--- src/sv/tws_pkg.sv ---
// Shared types, widths and constants for the three-weight balance solver.
// No dependencies; imported by every module of the block.
package tws_pkg;

    localparam int VIB_W    = 20;
    localparam int PHASE_W  = 16;
    localparam int PROP_W   = 32;
    localparam int OFFS_W   = 15;
    localparam int MASS_W   = 16;
    localparam int AMT_W    = 40;
    localparam int MOVE_W   = 24;
    localparam int STATUS_W = 2;
    localparam int ADDR_W   = 5;
    localparam int DATA_W   = 32;

    localparam int ANG_W    = 13;
    localparam int SUM_W    = 18;
    localparam int IMB_W    = VIB_W + PROP_W;
    localparam int WIDE_W   = IMB_W + 1;
    localparam int Q_W      = 31;
    localparam int X2_W     = 32;
    localparam int SCALE_W  = 11;
    localparam int PROD_W   = AMT_W + SCALE_W;

    localparam int QUEUE_DEPTH_DEF = 4;
    localparam int RATIO_LAT       = 14;

    localparam logic signed [SUM_W-1:0]   DEG120 = 18'sd7680;
    localparam logic signed [SUM_W-1:0]   DEG180 = 18'sd11520;
    localparam logic signed [SUM_W-1:0]   DEG360 = 18'sd23040;
    localparam logic signed [PHASE_W-1:0] PH_LIM = 16'sd11520;

    localparam logic [ANG_W-1:0] ANG_90  = 13'd5760;
    localparam logic [ANG_W-1:0] ANG_120 = 13'd7680;
    localparam logic [ANG_W:0]   ANG_180 = 14'd11520;

    // x = u*292817 + floor(floor(u*7586/256)/45)  ==  floor(u*pi_q30/11520)
    localparam logic [18:0] X_INT_MUL  = 19'd292817;
    localparam logic [12:0] X_FRAC_MUL = 13'd7586;
    localparam logic [18:0] RECIP_45   = 19'd372828;
    localparam int          SH_45      = 24;

    localparam logic [Q_W-1:0] Q30_ONE    = 31'd1073741824;
    localparam logic [Q_W-1:0] INV_SIN120 = 31'd1239850262;

    localparam int          SH_110 = 39;
    localparam logic [32:0] RC_110 = 33'(((64'd1 << 39) + 64'd109) / 64'd110);
    localparam int          SH_K [4] = '{39, 38, 37, 35};
    localparam logic [32:0] RC_K [4] = '{
        33'(((64'd1 << 39) + 64'd71) / 64'd72),
        33'(((64'd1 << 38) + 64'd41) / 64'd42),
        33'(((64'd1 << 37) + 64'd19) / 64'd20),
        33'(((64'd1 << 35) + 64'd5) / 64'd6)
    };

    localparam logic [SCALE_W-1:0] MOVE_SCALE = 11'd1600;
    localparam logic [AMT_W-1:0]   AMT_MAX    = '1;
    localparam logic [MOVE_W-1:0]  MOVE_MAX   = '1;

    localparam logic [STATUS_W-1:0] ST_OK    = 2'd0;
    localparam logic [STATUS_W-1:0] ST_RANGE = 2'd1;
    localparam logic [STATUS_W-1:0] ST_NEG   = 2'd2;

    localparam logic [PROP_W-1:0]        PROP_RST = 32'd343597;
    localparam logic signed [OFFS_W-1:0] OFFS_RST = -15'sd9152;
    localparam logic [MASS_W-1:0]        MASS_RST = 16'd2560;

    typedef enum logic [2:0] {
        REG_PROP,
        REG_OFFS,
        REG_MASS_ONE,
        REG_MASS_TWO,
        REG_MASS_THREE
    } reg_idx_t;

    typedef enum logic [2:0] {
        SEC_ONE,
        SEC_TWO,
        SEC_THREE,
        SEC_ONE_TWO,
        SEC_TWO_THREE,
        SEC_THREE_ONE
    } sector_t;

    typedef struct packed {
        logic             err;
        sector_t          sector;
        logic [ANG_W-1:0] t;
        logic [VIB_W-1:0] vib;
    } item_t;

    typedef struct packed {
        logic [PROP_W-1:0] prop;
        logic [MASS_W-1:0] mass_one;
        logic [MASS_W-1:0] mass_two;
        logic [MASS_W-1:0] mass_three;
    } cfg_t;

endpackage

--- src/sv/tws_queue.sv ---
// Small word queue between front end and datapath.
// Depends on tws_pkg for the queued word type.
module tws_queue #(
    parameter int DEPTH = tws_pkg::QUEUE_DEPTH_DEF
) (
    input  logic           clk,
    input  logic           rst_n,
    input  logic           push,
    input  tws_pkg::item_t wdata,
    input  logic           pop,
    output tws_pkg::item_t rdata,
    output logic           not_empty,
    output logic           full
);
    import tws_pkg::*;

    localparam int PTR_W = $clog2(DEPTH);
    localparam int CNT_W = $clog2(DEPTH + 1);

    item_t             mem_reg [DEPTH];
    logic [PTR_W-1:0]  wr_ptr_reg;
    logic [PTR_W-1:0]  rd_ptr_reg;
    logic [CNT_W-1:0]  count_reg;
    logic [PTR_W-1:0]  wr_ptr_next;
    logic [PTR_W-1:0]  rd_ptr_next;
    logic [CNT_W-1:0]  count_next;
    logic              do_push;
    logic              do_pop;

    assign full      = (count_reg == CNT_W'(DEPTH));
    assign not_empty = (count_reg != '0);
    assign do_push   = push && !full;
    assign do_pop    = pop && not_empty;
    assign rdata     = mem_reg[rd_ptr_reg];

    always_comb
    begin
        wr_ptr_next = wr_ptr_reg;
        rd_ptr_next = rd_ptr_reg;
        count_next  = count_reg;
        if (do_push)
            wr_ptr_next = (wr_ptr_reg == PTR_W'(DEPTH - 1)) ? '0 : wr_ptr_reg + 1'b1;
        if (do_pop)
            rd_ptr_next = (rd_ptr_reg == PTR_W'(DEPTH - 1)) ? '0 : rd_ptr_reg + 1'b1;
        if (do_push && !do_pop)
            count_next = count_reg + 1'b1;
        else if (do_pop && !do_push)
            count_next = count_reg - 1'b1;
    end

    always_ff @(posedge clk or negedge rst_n)
    begin
        if (!rst_n)
        begin
            wr_ptr_reg <= '0;
            rd_ptr_reg <= '0;
            count_reg  <= '0;
        end
        else
        begin
            wr_ptr_reg <= wr_ptr_next;
            rd_ptr_reg <= rd_ptr_next;
            count_reg  <= count_next;
        end
    end

    always_ff @(posedge clk)
    begin
        if (do_push)
            mem_reg[wr_ptr_reg] <= wdata;
    end

endmodule

--- config.mk ---
export PLATFORM = sky130hd
export DESIGN_NAME = tws_queue
export DESIGN_NICKNAME = d
export VERILOG_FILES = /design/src/sv/tws_pkg.sv /design/src/sv/tws_queue.sv
export SDC_FILE = /design/constraint.sdc
export NUM_CORES = 1
export LEC_CHECK = 0
export BUFFER_PORTS_ARGS = -buffer_cell sky130_fd_sc_hd__buf_2
export CORE_ASPECT_RATIO = 1.1
export CORE_MARGIN = 3
export CORE_UTILIZATION = 49
export CTS_BUF_LIST = sky130_fd_sc_hd__clkbuf_16
export DETAILED_ROUTE_END_ITERATION = 10
export PLACE_DENSITY = 0.67
export SYNTH_ARGS = -nofsm -noshare
export SYNTH_HDL_FRONTEND = slang
export SYNTH_SLANG_ARGS = --single-unit
--- constraint.sdc ---
create_clock -name clk -period 2.3 [get_ports clk]
set_input_delay 0.69 -clock clk [delete_from_list [all_inputs] [get_ports clk]]
set_output_delay 0.69 -clock clk [all_outputs]
set_load 0.1 [all_outputs]
# Word level (Yosys, flattened, before mapping)
# Memories as Yosys holds them, arrays and structs flattened.
# Index checks and enable logic that the tools add are counted.
# classes
n_bitwise	0
shifts	0
eq_ne	3
n_mux	6
n_reduce_logical	9
multipliers	0
add_sub_neg	4
div	0
magnitude_cmp	0
# ops
cell	n
3-bit two-way mux	2
2-bit by 1-bit adder with 2-bit output (second input constant)	2
2-bit equality test (second input constant)	2
1-bit logical AND	4
2-bit two-way mux	2
3-bit by 1-bit adder with 3-bit output (second input constant)	1
3-bit equality test (second input constant)	1
1-bit logical NOT	3
3-bit nonzero test	1
3-bit by 1-bit subtractor with 3-bit output (second input constant)	1
1-bit two-way mux	2
2-bit nonzero test	1
# totals
output_inout_bits	39
mem_bits_rw	148
latchBits	0
rom_bits	0
input_bits	41
regBits	7
memories	1
word_cells	26
# memory_table
name	depth	width	rd	rd_clocked_by_memory_dff	wr	line	rtl
mem_reg	4	37	1	0	1	tws_queue.sv:20	item_t mem_reg [DEPTH];

# Longest topological paths before layout
# logic_depth
ltp_word	7
mapped_depth	9
ltp_nobuf	8

# Least setup slack after synthesis
# Ideal clock, no wire load.
# synth_timing
path_kind	register -> register
startpoint	reg count_reg[0]
endpoint	reg count_reg[1]
n_path_buf	1
t_required_ns	2.175
path_slack_ns	-0.715
synth_period_minus_slack_ns	3.015
setup_time_ns	0.125
path_stages_with_launch	8
arrival_time_ns	2.890
cell_sequence	dfrtp_1 > nor3b_2 > nor2b_1 > buf_2 > ha_1 > inv_1 > fa_1 > mux2_2
# synth_via
word_cells_on_any_way	14
classes_between	add/sub: 2; eq/ne: 1; mux: 2; reduce/logical: 9
# synth_lines
element	line	rtl
from (decl)	tws_queue.sv:23	logic [CNT_W-1:0] count_reg;
from (signal assigned)	tws_queue.sv:63	count_reg <= count_next;
3-bit equality test	tws_queue.sv:30	assign full = (count_reg == CNT_W'(DEPTH));
net full	tws_queue.sv:13	output logic full
1-bit logical NOT	tws_queue.sv:32	assign do_push = push && !full;
1-bit logical AND	tws_queue.sv:32	
net do_push	tws_queue.sv:27	logic do_push;
1-bit logical AND	tws_queue.sv:45	if (do_push && !do_pop)
3-bit two-way mux	tws_queue.sv:45	
net count_next[1]	tws_queue.sv:26	logic [CNT_W-1:0] count_next;
# The timed path passes the listed nets, and every way through them passes these cells. The select of a mux whose other input is x is not followed.
# A chain may end at the register's enable or synchronous reset.

==> metrics.txt <==
# TYPE chip_impl_metric gauge
chip_impl_metric{name="design.die.area",unit="µm²"} 13120
chip_impl_metric{name="number_of_port_buffers",unit=""} 79
chip_impl_metric{name="final_number_of_setup_violating_endpoints",unit=""} 37
chip_impl_metric{name="syn_inst",unit=""} 230
chip_impl_info{name="run_status",value="finished, violations left"} 1
chip_impl_info{name="mostFrequentLayoutCells",value="sky130_fd_sc_hd__edfxtp_1 (148), sky130_fd_sc_hd__buf_2 (40), sky130_fd_sc_hd__mux4_2 (37), sky130_fd_sc_hd__buf_6 (36), sky130_fd_sc_hd__clkbuf_16 (19)"} 1
chip_impl_metric{name="cts_hold_fix_bufs",unit=""} 0
chip_impl_info{name="criticalPathCategory",value="register to primary output"} 1
chip_impl_metric{name="cts.path.max_buffers",unit=""} 2
chip_impl_metric{name="cp_required",unit="ns"} 1.61
chip_impl_metric{name="syn-cell-area",unit="µm²"} 5771
chip_impl_metric{name="met2WireLength",unit="µm"} 5392
chip_impl_metric{name="met3RoutedLength",unit="µm"} 449
chip_impl_metric{name="remaining_drc_errors",unit=""} 0
chip_impl_metric{name="slew-limit-headroom",unit="%"} 76.41
chip_impl_metric{name="number_of_antenna_violations_at_the_first_check_in_global_routing",unit=""} 0
chip_impl_info{name="synth_top_family_by_area",value="multiplexers"} 1
chip_impl_metric{name="max_cap_violations",unit=""} 0
chip_impl_info{name="worst_setup_path_end_kind",value="primary output"} 1
chip_impl_metric{name="synth_xor_area_share",unit="%"} 0.4553
chip_impl_metric{name="sequential_element_share_of_the_synthesized_area",unit="%"} 80.05
chip_impl_metric{name="timing.clock.skew",unit="ns"} 0.007653
chip_impl_metric{name="finalHoldViolations",unit=""} 0
chip_impl_metric{name="fin_nets",unit=""} 392
chip_impl_metric{name="synth_seq_cells",unit=""} 155
chip_impl_metric{name="wire_length_of_the_first_global_routing_pass",unit="µm"} 15040
chip_impl_info{name="critical_path.cell_chain",value="buf_6, buf_12, mux4_2, buf_12"} 1
chip_impl_info{name="min_path_type",value="input pin to asynchronous set/reset pin"} 1
chip_impl_metric{name="n_antenna_cell",unit=""} 0
chip_impl_info{name="violations",value="setup timing"} 1
chip_impl_metric{name="synth-compound-area-share",unit="%"} 0
chip_impl_metric{name="dpl_worst_slack",unit="ns"} 0.1039
chip_impl_metric{name="avgRoutedWirePerCell",unit="µm"} 19.64
chip_impl_metric{name="placer_s_final_routability_congestion_estimate",unit=""} 0.7182
chip_impl_metric{name="worstMarginPinSlew",unit="ns"} 0.3538
chip_impl_metric{name="grt_use_total",unit="%"} 16.12
chip_impl_metric{name="crit_arrival",unit="ns"} 1.81
chip_impl_metric{name="syn_area_per_cell",unit="µm²"} 25.09
chip_impl_metric{name="drt_pre_antenna_iters",unit=""} 4
chip_impl_metric{name="ios",unit=""} 80
chip_impl_info{name="cts_tree",value="built"} 1
chip_impl_metric{name="grt_max_degree",unit=""} 29
chip_impl_metric{name="design.core.area",unit="µm²"} 11210
chip_impl_metric{name="setup_total_neg_slack",unit="ns"} -6.536
chip_impl_info{name="mostFrequentLayoutCell",value="sky130_fd_sc_hd__edfxtp_1"} 1
chip_impl_metric{name="length_in_cells_of_the_worst_reg_to_reg_path",unit=""} 8
chip_impl_metric{name="met1_length",unit="µm"} 3931
chip_impl_metric{name="via_count",unit=""} 2651
chip_impl_metric{name="layout-drive-gt1-share",unit="%"} 51.82
chip_impl_metric{name="grt_pass1_vias",unit=""} 2827
chip_impl_metric{name="critical-path-max-stage-delay",unit="ns"} 0.55
chip_impl_metric{name="yosys-mux-area-fraction",unit="%"} 15.42
chip_impl_metric{name="largest_register_ff_count",unit=""} 148
chip_impl_metric{name="drtIter0Drc",unit=""} 110
chip_impl_metric{name="critical_path.max_fanout",unit=""} 8
chip_impl_metric{name="cts_max_level",unit=""} 4
chip_impl_metric{name="numCtsBuffers",unit=""} 17
chip_impl_metric{name="overflow",unit=""} 0
chip_impl_metric{name="num_rows",unit=""} 40
chip_impl_metric{name="clock_sink_count",unit=""} 155
chip_impl_metric{name="wirelength",unit="µm"} 9900
chip_impl_info{name="critical-path-top-cell-by-count",value="sky130_fd_sc_hd__buf_12"} 1
chip_impl_metric{name="maxClockFrequency",unit="GHz"} 0.4002
chip_impl_metric{name="number_of_different_library_cells_in_the_post_synthesis_netlist",unit=""} 19
chip_impl_metric{name="chipHeight",unit="µm"} 119.8
chip_impl_metric{name="routed_via_density",unit=""} 5.260
chip_impl_metric{name="layout_setup_ws",unit="ns"} -0.1988
chip_impl_metric{name="synthAdderAreaFrac",unit="%"} 1.648
chip_impl_info{name="setup_repair_after_global_routing_missed_its_margin",value="yes"} 1
chip_impl_info{name="top_signal_layer_used",value="met4"} 1
chip_impl_info{name="cts_root_buffer",value="sky130_fd_sc_hd__clkbuf_16"} 1
chip_impl_info{name="critical_path.top_delay_family",value="multiplexers"} 1
chip_impl_metric{name="path_clk_slew",unit="ns"} 0.06
chip_impl_metric{name="clkLatencyLatePin",unit="ns"} 0.41
chip_impl_metric{name="final_period_minus_worst_setup_slack",unit="ns"} 2.499
chip_impl_metric{name="cp_num_buf_inv",unit=""} 3
chip_impl_metric{name="post_synth_and_or_nand_nor_area_fraction",unit="%"} 1.171
chip_impl_metric{name="antenna_left",unit=""} 0
chip_impl_info{name="critical-path-slowest-cell",value="sky130_fd_sc_hd__mux4_2"} 1
chip_impl_info{name="start_kind",value="register"} 1
chip_impl_metric{name="initial_utilization",unit="%"} 51.47
chip_impl_metric{name="synth.yosys.warnings",unit=""} 0
chip_impl_metric{name="hpwl",unit="µm"} 6090
chip_impl_metric{name="final.period_utilization",unit="%"} 108.6
chip_impl_metric{name="syn_to_final_growth",unit="%"} 29.01
chip_impl_metric{name="dieWidth",unit="µm"} 109.5
chip_impl_metric{name="critical_path_cell_count",unit=""} 4
chip_impl_metric{name="finalMaxSlewViolations",unit=""} 0
chip_impl_metric{name="syn_nets",unit=""} 278
-- worst register-to-register path, delay by kind of cell (launching register included) --
family | cells | cell delay (ns)
AND/OR/NAND/NOR | 3 | 0.80
adder cells (fa/ha/maj) | 2 | 0.52
flip-flops | 1 | 0.37
XOR/XNOR | 2 | 0.32
buffers and inverters | 1 | 0.04
-- layer usage --
layer,vias to the layer above,track usage [%]
li1,1200,-
met4,0,5.378
met1,1370,19.75
met5,-,0
met2,69,27.18
met3,12,4.949
-- per-stage QoR --
step	hold WS (ns)	utilization, %	instance area, µm²	cells
2_1_floorplan	0.3944	-	5798	230
3_3_place_gp	0.4882	58.44	6551	465
3_5_place_dp	0.4909	58.44	6551	465
4_1_cts	0.09625	65.16	7305	497
5_1_grt	0.09938	66.41	7445	504
6_report	0.1194	66.41	7445	504
-- kinds of logic after synthesis --
| group | Yosys count |
|---|---|
| buf+inv | 12 |
| simple gates | 11 |
| xor+xnor | 3 |
| flops | 155 |
| fa+ha+maj | 7 |
| mux | 42 |
-- final timing paths --
path,start,to,slack (ns)
setup / recovery,rd_ptr_reg[0],rdata[24],-0.20
hold / removal,rst_n,wr_ptr_reg[1],0.12
setup reg to reg,count_reg[0],count_reg[2],0.18
hold reg to reg,count_reg[2],count_reg[2],0.50
max in group asynchronous,rst_n,rd_ptr_reg[1],1.99
min in group clk,wdata[32],mem_reg[3][32],0.49
-- synth_stat cells --
master,instances,area share [%]
sky130_fd_sc_hd__edfxtp_1,148,77
sky130_fd_sc_hd__mux4_2,37,14
sky130_fd_sc_hd__dfrtp_1,7,3.0
sky130_fd_sc_hd__ha_1,6,1.3
sky130_fd_sc_hd__mux2_2,5,0.98
sky130_fd_sc_hd__and2_1,4,0.43
sky130_fd_sc_hd__buf_2,4,0.35
sky130_fd_sc_hd__inv_1,3,0.20
sky130_fd_sc_hd__nor2_1,3,0.20
sky130_fd_sc_hd__buf_4,2,0.26
sky130_fd_sc_hd__buf_6,2,0.39
sky130_fd_sc_hd__xor2_1,2,0.30
sky130_fd_sc_hd__clkbuf_1,1,0.065
sky130_fd_sc_hd__fa_1,1,0.35
sky130_fd_sc_hd__nand2_2,1,0.11
sky130_fd_sc_hd__nor2b_1,1,0.11
sky130_fd_sc_hd__nor3b_2,1,0.22
sky130_fd_sc_hd__or3_1,1,0.11
sky130_fd_sc_hd__xnor2_1,1,0.15
-- area by class of cell --
cell class	instances	area, µm²
Timing Repair Buffer	104	988.4
Fill cell	762	3766
Multi-Input combinational cell	63	1104
Clock buffer	17	425.4
Tap cell	147	183.9
Sequential cell	155	4622
Clock inverter	15	110.1
Inverter	3	11.26
-- timing repair --
action | CTS | global route
buffers inserted | 0 | 5
gates cloned | 0 | 2
setup endpoints to repair | 39 | 37
gates resized for setup | 71 | 13
Power is not shown: default switching activity piles up to over one toggle a cycle in this logic, so the estimate is an artifact.
