===== src/sv/tws_pkg.sv =====
// Shared types, widths and constants for the three-weight balance solver.
// No dependencies; imported by every module of the block.
package tws_pkg;

    localparam int VIB_W    = 20;
    localparam int PHASE_W  = 16;
    localparam int PROP_W   = 32;
    localparam int OFFS_W   = 15;
    localparam int MASS_W   = 16;
    localparam int AMT_W    = 40;
    localparam int MOVE_W   = 24;
    localparam int STATUS_W = 2;
    localparam int ADDR_W   = 5;
    localparam int DATA_W   = 32;

    localparam int ANG_W    = 13;
    localparam int SUM_W    = 18;
    localparam int IMB_W    = VIB_W + PROP_W;
    localparam int WIDE_W   = IMB_W + 1;
    localparam int Q_W      = 31;
    localparam int X2_W     = 32;
    localparam int SCALE_W  = 11;
    localparam int PROD_W   = AMT_W + SCALE_W;

    localparam int QUEUE_DEPTH_DEF = 4;
    localparam int RATIO_LAT       = 14;

    localparam logic signed [SUM_W-1:0]   DEG120 = 18'sd7680;
    localparam logic signed [SUM_W-1:0]   DEG180 = 18'sd11520;
    localparam logic signed [SUM_W-1:0]   DEG360 = 18'sd23040;
    localparam logic signed [PHASE_W-1:0] PH_LIM = 16'sd11520;

    localparam logic [ANG_W-1:0] ANG_90  = 13'd5760;
    localparam logic [ANG_W-1:0] ANG_120 = 13'd7680;
    localparam logic [ANG_W:0]   ANG_180 = 14'd11520;

    // x = u*292817 + floor(floor(u*7586/256)/45)  ==  floor(u*pi_q30/11520)
    localparam logic [18:0] X_INT_MUL  = 19'd292817;
    localparam logic [12:0] X_FRAC_MUL = 13'd7586;
    localparam logic [18:0] RECIP_45   = 19'd372828;
    localparam int          SH_45      = 24;

    localparam logic [Q_W-1:0] Q30_ONE    = 31'd1073741824;
    localparam logic [Q_W-1:0] INV_SIN120 = 31'd1239850262;

    localparam int          SH_110 = 39;
    localparam logic [32:0] RC_110 = 33'(((64'd1 << 39) + 64'd109) / 64'd110);
    localparam int          SH_K [4] = '{39, 38, 37, 35};
    localparam logic [32:0] RC_K [4] = '{
        33'(((64'd1 << 39) + 64'd71) / 64'd72),
        33'(((64'd1 << 38) + 64'd41) / 64'd42),
        33'(((64'd1 << 37) + 64'd19) / 64'd20),
        33'(((64'd1 << 35) + 64'd5) / 64'd6)
    };

    localparam logic [SCALE_W-1:0] MOVE_SCALE = 11'd1600;
    localparam logic [AMT_W-1:0]   AMT_MAX    = '1;
    localparam logic [MOVE_W-1:0]  MOVE_MAX   = '1;

    localparam logic [STATUS_W-1:0] ST_OK    = 2'd0;
    localparam logic [STATUS_W-1:0] ST_RANGE = 2'd1;
    localparam logic [STATUS_W-1:0] ST_NEG   = 2'd2;

    localparam logic [PROP_W-1:0]        PROP_RST = 32'd343597;
    localparam logic signed [OFFS_W-1:0] OFFS_RST = -15'sd9152;
    localparam logic [MASS_W-1:0]        MASS_RST = 16'd2560;

    typedef enum logic [2:0] {
        REG_PROP,
        REG_OFFS,
        REG_MASS_ONE,
        REG_MASS_TWO,
        REG_MASS_THREE
    } reg_idx_t;

    typedef enum logic [2:0] {
        SEC_ONE,
        SEC_TWO,
        SEC_THREE,
        SEC_ONE_TWO,
        SEC_TWO_THREE,
        SEC_THREE_ONE
    } sector_t;

    typedef struct packed {
        logic             err;
        sector_t          sector;
        logic [ANG_W-1:0] t;
        logic [VIB_W-1:0] vib;
    } item_t;

    typedef struct packed {
        logic [PROP_W-1:0] prop;
        logic [MASS_W-1:0] mass_one;
        logic [MASS_W-1:0] mass_two;
        logic [MASS_W-1:0] mass_three;
    } cfg_t;

endpackage


===== src/sv/tws_front.sv =====
// Front end: input handshake, range check, correction angle and sector pick.
// Depends on tws_pkg; feeds tws_queue.
module tws_front (
    input  logic                                 in_valid,
    output logic                                 in_ready,
    input  logic [tws_pkg::VIB_W-1:0]            vib_amount,
    input  logic signed [tws_pkg::PHASE_W-1:0]   vib_phase,
    input  logic signed [tws_pkg::OFFS_W-1:0]    phase_offset,
    input  logic                                 q_full,
    output logic                                 q_push,
    output tws_pkg::item_t                       item
);
    import tws_pkg::*;

    logic signed [SUM_W-1:0] sum;
    logic signed [SUM_W-1:0] wrap;
    logic signed [SUM_W-1:0] ang;
    logic signed [SUM_W-1:0] tsel;
    sector_t                 sector;

    assign in_ready = !q_full;
    assign q_push   = in_valid && !q_full;

    always_comb
    begin
        sum = SUM_W'(phase_offset) + SUM_W'(vib_phase) + DEG180;
        if (sum < 0)
            wrap = sum + DEG360;
        else if (sum >= DEG360)
            wrap = sum - DEG360;
        else
            wrap = sum;
        ang = (wrap > DEG180) ? wrap - DEG360 : wrap;
    end

    always_comb
    begin
        tsel   = '0;
        sector = SEC_ONE;
        if (ang == 0)
            sector = SEC_ONE;
        else if (ang == DEG120)
            sector = SEC_TWO;
        else if (ang == -DEG120)
            sector = SEC_THREE;
        else if (ang > 0 && ang < DEG120)
        begin
            sector = SEC_ONE_TWO;
            tsel   = ang;
        end
        else if (ang > DEG120)
        begin
            sector = SEC_TWO_THREE;
            tsel   = ang - DEG120;
        end
        else if (ang < -DEG120)
        begin
            sector = SEC_TWO_THREE;
            tsel   = ang + DEG120 + DEG120;
        end
        else
        begin
            sector = SEC_THREE_ONE;
            tsel   = ang + DEG120;
        end
    end

    always_comb
    begin
        item.err    = (vib_phase < -PH_LIM) || (vib_phase > PH_LIM);
        item.sector = sector;
        item.t      = tsel[ANG_W-1:0];
        item.vib    = vib_amount;
    end

endmodule


===== config.mk =====
export PLATFORM = sky130hd
export DESIGN_NAME = tws_front
export DESIGN_NICKNAME = d
export VERILOG_FILES = /design/src/sv/tws_pkg.sv /design/src/sv/tws_front.sv
export SDC_FILE = /design/constraint.sdc
export NUM_CORES = 1
export LEC_CHECK = 0
export ABC_AREA = 1
export ABC_CLOCK_PERIOD_IN_PS = 5400
export BUFFER_PORTS_ARGS = -buffer_cell sky130_fd_sc_hd__buf_2
export CAP_MARGIN = 20
export CORE_MARGIN = 2
export CORE_UTILIZATION = 51
export DETAILED_ROUTE_END_ITERATION = 10
export PLACE_DENSITY = 0.85
export SYNTH_ARGS = -nofsm -noshare
export SYNTH_HDL_FRONTEND = slang
export SYNTH_SLANG_ARGS = --single-unit

===== constraint.sdc =====
create_clock -name vclk -period 5.4
set_input_delay 0.81 -clock vclk [all_inputs]
set_output_delay 0.81 -clock vclk [all_outputs]
set_load 0.1 [all_outputs]

==> results of run 1 <==
-- synthesized netlist by cell type (5+ instances only) --
library cell | instances | share of area
a21oi_1 | 21 | 0.032
buf_4 | 20 | 0.046
ha_1 | 40 | 0.15
inv_1 | 87 | 0.10
inv_2 | 7 | 0.0081
nand2_1 | 201 | 0.23
nand2_2 | 24 | 0.046
nand2_4 | 6 | 0.021
nand3_1 | 58 | 0.090
nand3_2 | 10 | 0.031
nand4_1 | 14 | 0.027
nor2_1 | 42 | 0.049
nor2_2 | 7 | 0.014
nor3_1 | 5 | 0.0077
o21ai_0 | 5 | 0.0077
o21ai_1 | 6 | 0.0093
-- cells by family after synthesis --
group | Yosys count
buf+inv | 124
fa+ha+maj | 41
xor+xnor | 7
simple gates | 382
compound gates | 41
-- routing by layer --
metal,GRT overflow,global-route usage
met4,89,0.999
met3,0,0.707
met2,159,1.08
met1,0,0.831
met5,0,0.258
-- what timing repair did --
item	CTS
cloned	2
buffers inserted	21
resized for setup	121
pin swaps	71
setup endpoints to repair	7
-- through the flow --
step	cell area (sq um)	worst slack, ps	std cells	setup TNS, ps
3_3_place_gp	4600	-555	821	-3240
4_1_cts	5330	-466	842	-2840
2_1_floorplan	3410	-896	595	-4830
3_5_place_dp	4600	-816	821	-5060
==> impl_metrics.csv, run 1 <==
group,metric,value,unit
outcome,status,"aborted with a tool error",
outcome,haltStage,"5_1_grt",
outcome,toolErrorMsg,"[ERROR GRT-0232] Routing congestion too high. Check the congestion heatmap in the GUI.",
floorplanning,io-pin-count,92,
yosys,synthXorXnorAreaFrac,0.0305,
global_route,grt_use_total,0.884,
yosys,synth_compound_area_frac,0.0718,
yosys,synth-simple-area-share,0.564,
yosys,ys_seq_area_frac,0,
yosys,syn_area,3240,sq um
yosys,syn_area_per_cell,5.45,sq um
yosys,synth_nets,689,
yosys,post_synth_num_cell_types,39,
floorplanning,initial_core_util,0.519,
cts,postCtsHoldBufs,0,
placement,port_buffers,52,
timing,grt_repair_worst_endpoint,"item[30]",
timing,worst-ep-kind,"top-level output",
yosys,synth_fa_ha_area_frac,0.161,
global_route,grt_overflow,248,
yosys,synth_warnings,0,
floorplanning,rows,29,
global_route,grt_max_degree,16,
floorplanning,die_h,83.7,um
placement,dp_hpwl,8.81,mm
yosys,synth_top_family_by_area,"simple AND/OR/NAND/NOR gates",
yosys,synthCells,595,
placement,gp_congestion,0.953,
yosys,synth.mux.area_fraction,0,
floorplanning,die_w,83.7,um
==> run 2: changes to the inputs <==
ABC_CLOCK_PERIOD_IN_PS = 7000   (was 5400)
CORE_UTILIZATION = 40   (was 51)
PLACE_DENSITY = unset   (was 0.85)
PLACE_DENSITY_LB_ADDON = 0.15   (was unset)
clock period = 7 ns   (was 5.4 ns; I/O delays follow)
==> run 2 against run 1 <==
Effect of this change: the flow now finishes without violations; synthesized area unchanged; synthesized cell count is the same.
==> impl_metrics.csv, run 2 <==
group,metric,value,unit
timing,slew_violations,0,
timing,max_freq,150,MHz
route,first_pass_iters,5,
yosys,synthXorXnorAreaFrac,0.0305,
cells_and_area,diodes,0,
yosys,synth.mux.area_fraction,0,
timing,finalCritPeriodShare,0.951,
outcome,status,"finished, final reports clean",
route,wire_per_inst,11.3,um
route,antenna_left,0,
timing,fin_crit,6660,ps
floorplanning,rows,32,
power,power_density,523,nW/um^2
setup_path,cp-end-kind,"primary output",
cells_and_area,layout.area.seq,0,sq um
route,drtIter0Drc,130,
yosys,synthTopCellsByCount,"nand2_1 (201), inv_1 (87), nand3_1 (58)",
yosys,ys_seq_area_frac,0,
yosys,synth_top_area_cell,"nand2_1",
floorplanning,die_w,94.0,um
cells_and_area,nClkBuffers,0,
placement,dp.cells,729,
placement,port_buffers,52,
setup_path,cpMostUsedCell,"nand2_1",
floorplanning,io-pin-count,92,
timing,tns,0,ps
global_route,grt_pass1_vias,3345,
setup_path,max_stage_delay,350,ps
cells_and_area,finalNonFillerCells,743,
timing,hold_viol_final,0,
yosys,synth_compound_area_frac,0.0718,
cells_and_area,mostFrequentLayoutCells,"nand2_1 (191), inv_1 (83), nand3_1 (56)",
global_route,grt_use_total,0.190,
route,viasPerCell,4.91,
placement,dp_hpwl,7.07,mm
floorplanning,initial_core_util,0.415,
timing,setup_viol_count_final,0,
placement,gp_congestion,0.902,
cells_and_area,drive_above_1_share,0.284,
yosys,synthCells,595,
global_route,grt_overflow,0,
floorplanning,dieArea,8840,sq um
global_route,antenna_found_initial,0,
power,ir_drop,0.000417,V
cells_and_area,final_common_cell,"nand2_1",
cells_and_area,area_delta_synth_final,22.2,%
power,leakage,0.00220,uW
setup_path,critPathKind,"in2out",
route,wl,8.43,mm
global_route,grt_max_degree,13,
setup_path,arrival,5610,ps
setup_path,start_kind,"input pin",
yosys,syn_area_per_cell,5.45,sq um
yosys,synth_fa_ha_area_frac,0.161,
timing,relSlewSlack,0.667,
timing,worstMarginPinSlew,504,ps
yosys,synth_nets,689,
min_path,hold_class,"in2out",
yosys,synth_top_area_share,0.233,
cells_and_area,final_nets,737,
yosys,syn_area,3240,sq um
yosys,post_synth_num_cell_types,39,
setup_path,cp_max_fo,10,
setup_path,cp.required,5950,ps
yosys,synth-simple-area-share,0.564,
yosys,post-synth-top-count-cell,"nand2_1",
yosys,synth_warnings,0,
min_path,hold_path.startpoint,"vib_amount[13]",
yosys,synth_top_family_by_area,"simple AND/OR/NAND/NOR gates",
floorplanning,core,7810,sq um
route,route.detailed.drc,0,
route,vias,3651,
yosys,netlist_top_cells_area,"nand2_1 (23%), ha_1 (15%), inv_1 (10%)",
setup_path,crit_start,"vib_phase[1]",
cells_and_area,seq_cell_count,0,
floorplanning,die_h,94.0,um
setup_path,slowest_stage,"fa_2",
job,cap_viol_max_count,0,
global_route,grt_pass1_wl,14.5,mm
-- run 2: cell counts after synthesis --
No cell type changed its count.
-- run 2: power by group --
group | leakage [uW] | internal [uW] | switching, uW
Clock | 0 | 0 | 0
Sequential | 0 | 0 | 0
Combinational | 0.00220 | 703 | 1370
Total | 0.00220 | 703 | 1370
-- run 2: layout make-up --
class | count | area [sq um]
Timing Repair Buffer | 70 | 504
Fill cell | 854 | 3850
Multi-Input combinational cell | 472 | 2950
Inverter | 99 | 377
Tap cell | 102 | 128
-- run 2: timing repair --
action                                  4_1_cts  5_1_grt
gates cloned                                  0        1
endpoints found under the setup margin        3        7
setup buffers                                 4        9
pin swaps                                     0       11
gates resized for setup                       8       44
hold buffers                                  0        0
-- run 2: worst max-delay path: cells and delay by family --
| kind | cells | cell delay, ps |
|---|---|---|
| and+or+nand+nor | 21 | 2130 |
| buffers and inverters | 10 | 970 |
| adders and majority gates | 4 | 900 |
| xor gates and xnor gates | 1 | 320 |
| AOI/OAI and AO/OA | 1 | 220 |
-- run 2: routing by layer --
layer | share of wire | track usage | wire length [um] | vias to the layer above
li1 | - | - | - | 1966
met1 | 0.49 | 0.266 | 4170 | 1604
met2 | 0.46 | 0.331 | 3900 | 67
met3 | 0.032 | 0.00963 | 266 | 14
met4 | 0.011 | 0.0242 | 91 | 0
met5 | 0 | 0 | 0 | -
-- run 2: kinds of logic (layout without fill, tap and decap cells) --
family	after synthesis	count (layout)
AOI/OAI and AO/OA	41	41
and+or+nand+nor	382	383
buffers and inverters	124	169
xor gates and xnor gates	7	7
adders and majority gates	41	41
-- run 2: final timing paths --
check | end | cells past startpoint | slack, ps
worst max-delay path | item[29] | 37 | 340
worst min-delay path | item[13] | 0 | 2100
-- run 2: through the flow --
| stage | total power [uW] | utilization | cell area [sq um] | setup slack, ps | hold slack [ps] |
|---|---|---|---|---|---|
| floorplan | 1500 | - | 3310 | 5.45 | 2310 |
| global placement | 1890 | 0.468 | 3660 | 88.3 | 2100 |
| detailed placement | 1910 | 0.468 | 3660 | -74.9 | 2100 |
| global route | 2250 | 0.507 | 3960 | -16.7 | 2100 |
| finish | 2070 | 0.507 | 3960 | 345 | 2100 |
| CTS | 1950 | 0.475 | 3710 | 2.45 | 2100 |
No activity file was read; power rests on OpenSTA's default activity.
==> run 3: changes to the inputs <==
ABC_AREA = unset   (was 1)
==> run 3 against run 2 <==
Effect of this change: the run now ends with setup timing left; die area fell by 7.1%; sequential share of layout area did not move; hold slack barely moved; critical path depth fell by 10; wire length rose by 41%; utilization rose by 25 points; global-route usage rose by 5.7 points; critical endpoint is now item[32].
==> impl_metrics.csv, run 3 <==
group,metric,value,unit
outcome,status,"finished, violations left",
outcome,failed_checks,"setup timing",
placement,dp_hpwl,8.36,mm
global_route,antenna_found_initial,0,
floorplanning,rows,31,
yosys,synthCells,419,
cells_and_area,layout.area.seq,0,sq um
timing,finalCritPeriodShare,1.13,
min_path,hold_depth,0,
setup_path,arrival,6870,ps
route,wire_per_inst,16.5,um
global_route,grt_use_total,0.248,
cells_and_area,fin_util,0.762,
global_route,grt_overflow,0,
min_path,hold_path_end,"item[0]",
cells_and_area,nClkBuffers,0,
timing,fin_crit,7920,ps
cts,postCtsHoldBufs,0,
job,cap_viol_max_count,0,
setup_path,critPathKind,"in2out",
timing,relSlewSlack,0.602,
timing,setup_ws,-919,ps
cells_and_area,diodes,0,
cells_and_area,mostFrequentLayoutCells,"buf_4 (163), buf_2 (42), inv_1 (28)",
floorplanning,die_w,90.6,um
yosys,synth_nets,513,
route,vias,4104,
yosys,post-synth-top-count-cell,"ha_1",
timing,max_freq,126,MHz
global_route,grt_pass1_wl,17.7,mm
floorplanning,initial_core_util,0.414,
yosys,syn_area,3000,sq um
yosys,syn_area_per_cell,7.16,sq um
timing,hold_viol_final,0,
floorplanning,dieArea,8210,sq um
min_path,hold_path.startpoint,"vib_amount[0]",
global_route,grt_max_degree,13,
route,drtIter0Drc,264,
placement,gp_congestion,0.908,
yosys,synth_warnings,0,
cells_and_area,final_nets,716,
cells_and_area,area_delta_synth_final,84.2,%
yosys,synth_top_area_cell,"ha_1",
yosys,ys_seq_area_frac,0,
timing,worstMarginPinSlew,591,ps
route,wl,11.9,mm
timing,grt_setup_unrepaired,"yes",
global_route,grt_pass1_vias,3971,
cells_and_area,drive_above_1_share,0.569,
timing,slew_violations,0,
yosys,netlist_top_cells_area,"ha_1 (17%), buf_4 (5.0%), a21oi_1 (4.7%)",
cells_and_area,n_fill_cell,518,
setup_path,cp-end-kind,"primary output",
min_path,hold_class,"in2out",
yosys,post_synth_num_cell_types,79,
route,antenna_left,0,
placement,port_buffers,52,
floorplanning,core,7250,sq um
timing,setup_viol_count_final,7,
yosys,synthTopCellsByCount,"ha_1 (40), inv_1 (33), nor2_1 (30)",
floorplanning,die_h,90.6,um
setup_path,start_kind,"input pin",
cells_and_area,multi_input_area,3410,sq um
cells_and_area,final_common_cell,"buf_4",
cells_and_area,seq_cell_count,0,
route,route.detailed.drc,0,
setup_path,cp.required,5950,ps
route,viasPerCell,5.71,
floorplanning,io-pin-count,92,
route,first_pass_iters,6,
setup_path,cp_max_fo,3,
yosys,synth_top_area_share,0.167,
## run 3: critical path, stage by stage
cell	delay [ps]
buf_6	100
ha_4	230
buf_6	110
ha_4	240
a21o_1	150
nand4_1	200
a211o_1	370
o211ai_1	210
ha_4	220
o31ai_4	70
nor4_4	370
buf_4	190
o311ai_4	100
buf_6	160
a2111oi_4	390
or3_4	220
o31ai_4	70
a2bb2oi_4	200
mux2i_2	290
inv_2	90
ha_4	220
or3_4	370
or4b_4	550
o2111ai_2	90
nand3_2	110
mux2_4	330
buf_12	170
## run 3: cells by family (layout without fill, tap and decap cells)
family          Yosys count  in the layout  synth area share
mux                      10             10            0.0367
xor+xnor                 13             13            0.0442
buf+inv                  69            270             0.122
compound gates          131            131             0.342
simple gates            155            155             0.281
fa+ha+maj                41             41             0.173
## run 3: metal layers
| metal | share of wire | wire, um | vias up | global-route usage |
|---|---|---|---|---|
| li1 | - | - | 1978 | - |
| met1 | 0.41 | 4920 | 1937 | 0.334 |
| met2 | 0.51 | 6010 | 158 | 0.442 |
| met3 | 0.060 | 712 | 31 | 0.0225 |
| met4 | 0.021 | 246 | 0 | 0.0269 |
| met5 | 0 | 0 | - | 0 |
## run 3: worst max path at each step
stage / startpoint / end / slack [ps] / cells after the start
2_1_floorplan: phase_offset[1] / item[32] / -1000 / 21
3_3_place_gp: vib_phase[1] / item[32] / -760 / 26
3_5_place_dp: vib_phase[2] / item[32] / -860 / 25
4_1_cts: vib_phase[1] / item[32] / -730 / 24
5_1_grt: vib_phase[2] / item[32] / -1070 / 27
6_report: vib_phase[2] / item[32] / -920 / 27
## run 3: per-stage QoR
stage | area, sq um | hold WS, ps | setup TNS, ps | cells | setup slack [ps]
global placement | 4710 | 2100 | -3940 | 687 | -759
detailed placement | 4710 | 2100 | -4500 | 687 | -864
floorplan | 3320 | 2310 | -4860 | 419 | -1000
global route | 5530 | 2100 | -5990 | 719 | -1070
CTS | 5030 | 2100 | -3380 | 707 | -728
finish | 5530 | 2100 | -4630 | 719 | -919
## run 3: layout make-up
cell class,instances,area share
inverters,35,0.0267
multi-input cells,350,0.618
well taps,99,0.0224
repair buffers,235,0.333
## run 3: timing repair
action                     in CTS  in global routing
gates cloned                    0                  0
gates resized for setup        40                 64
setup endpoints to repair       7                  7
pin swaps                      43                 39
buffers inserted               20                 16
hold endpoints to repair        0                  0
Power of run 3 is not shown: default switching activity piles up to over one toggle a cycle in this logic, so the estimate is an artifact.
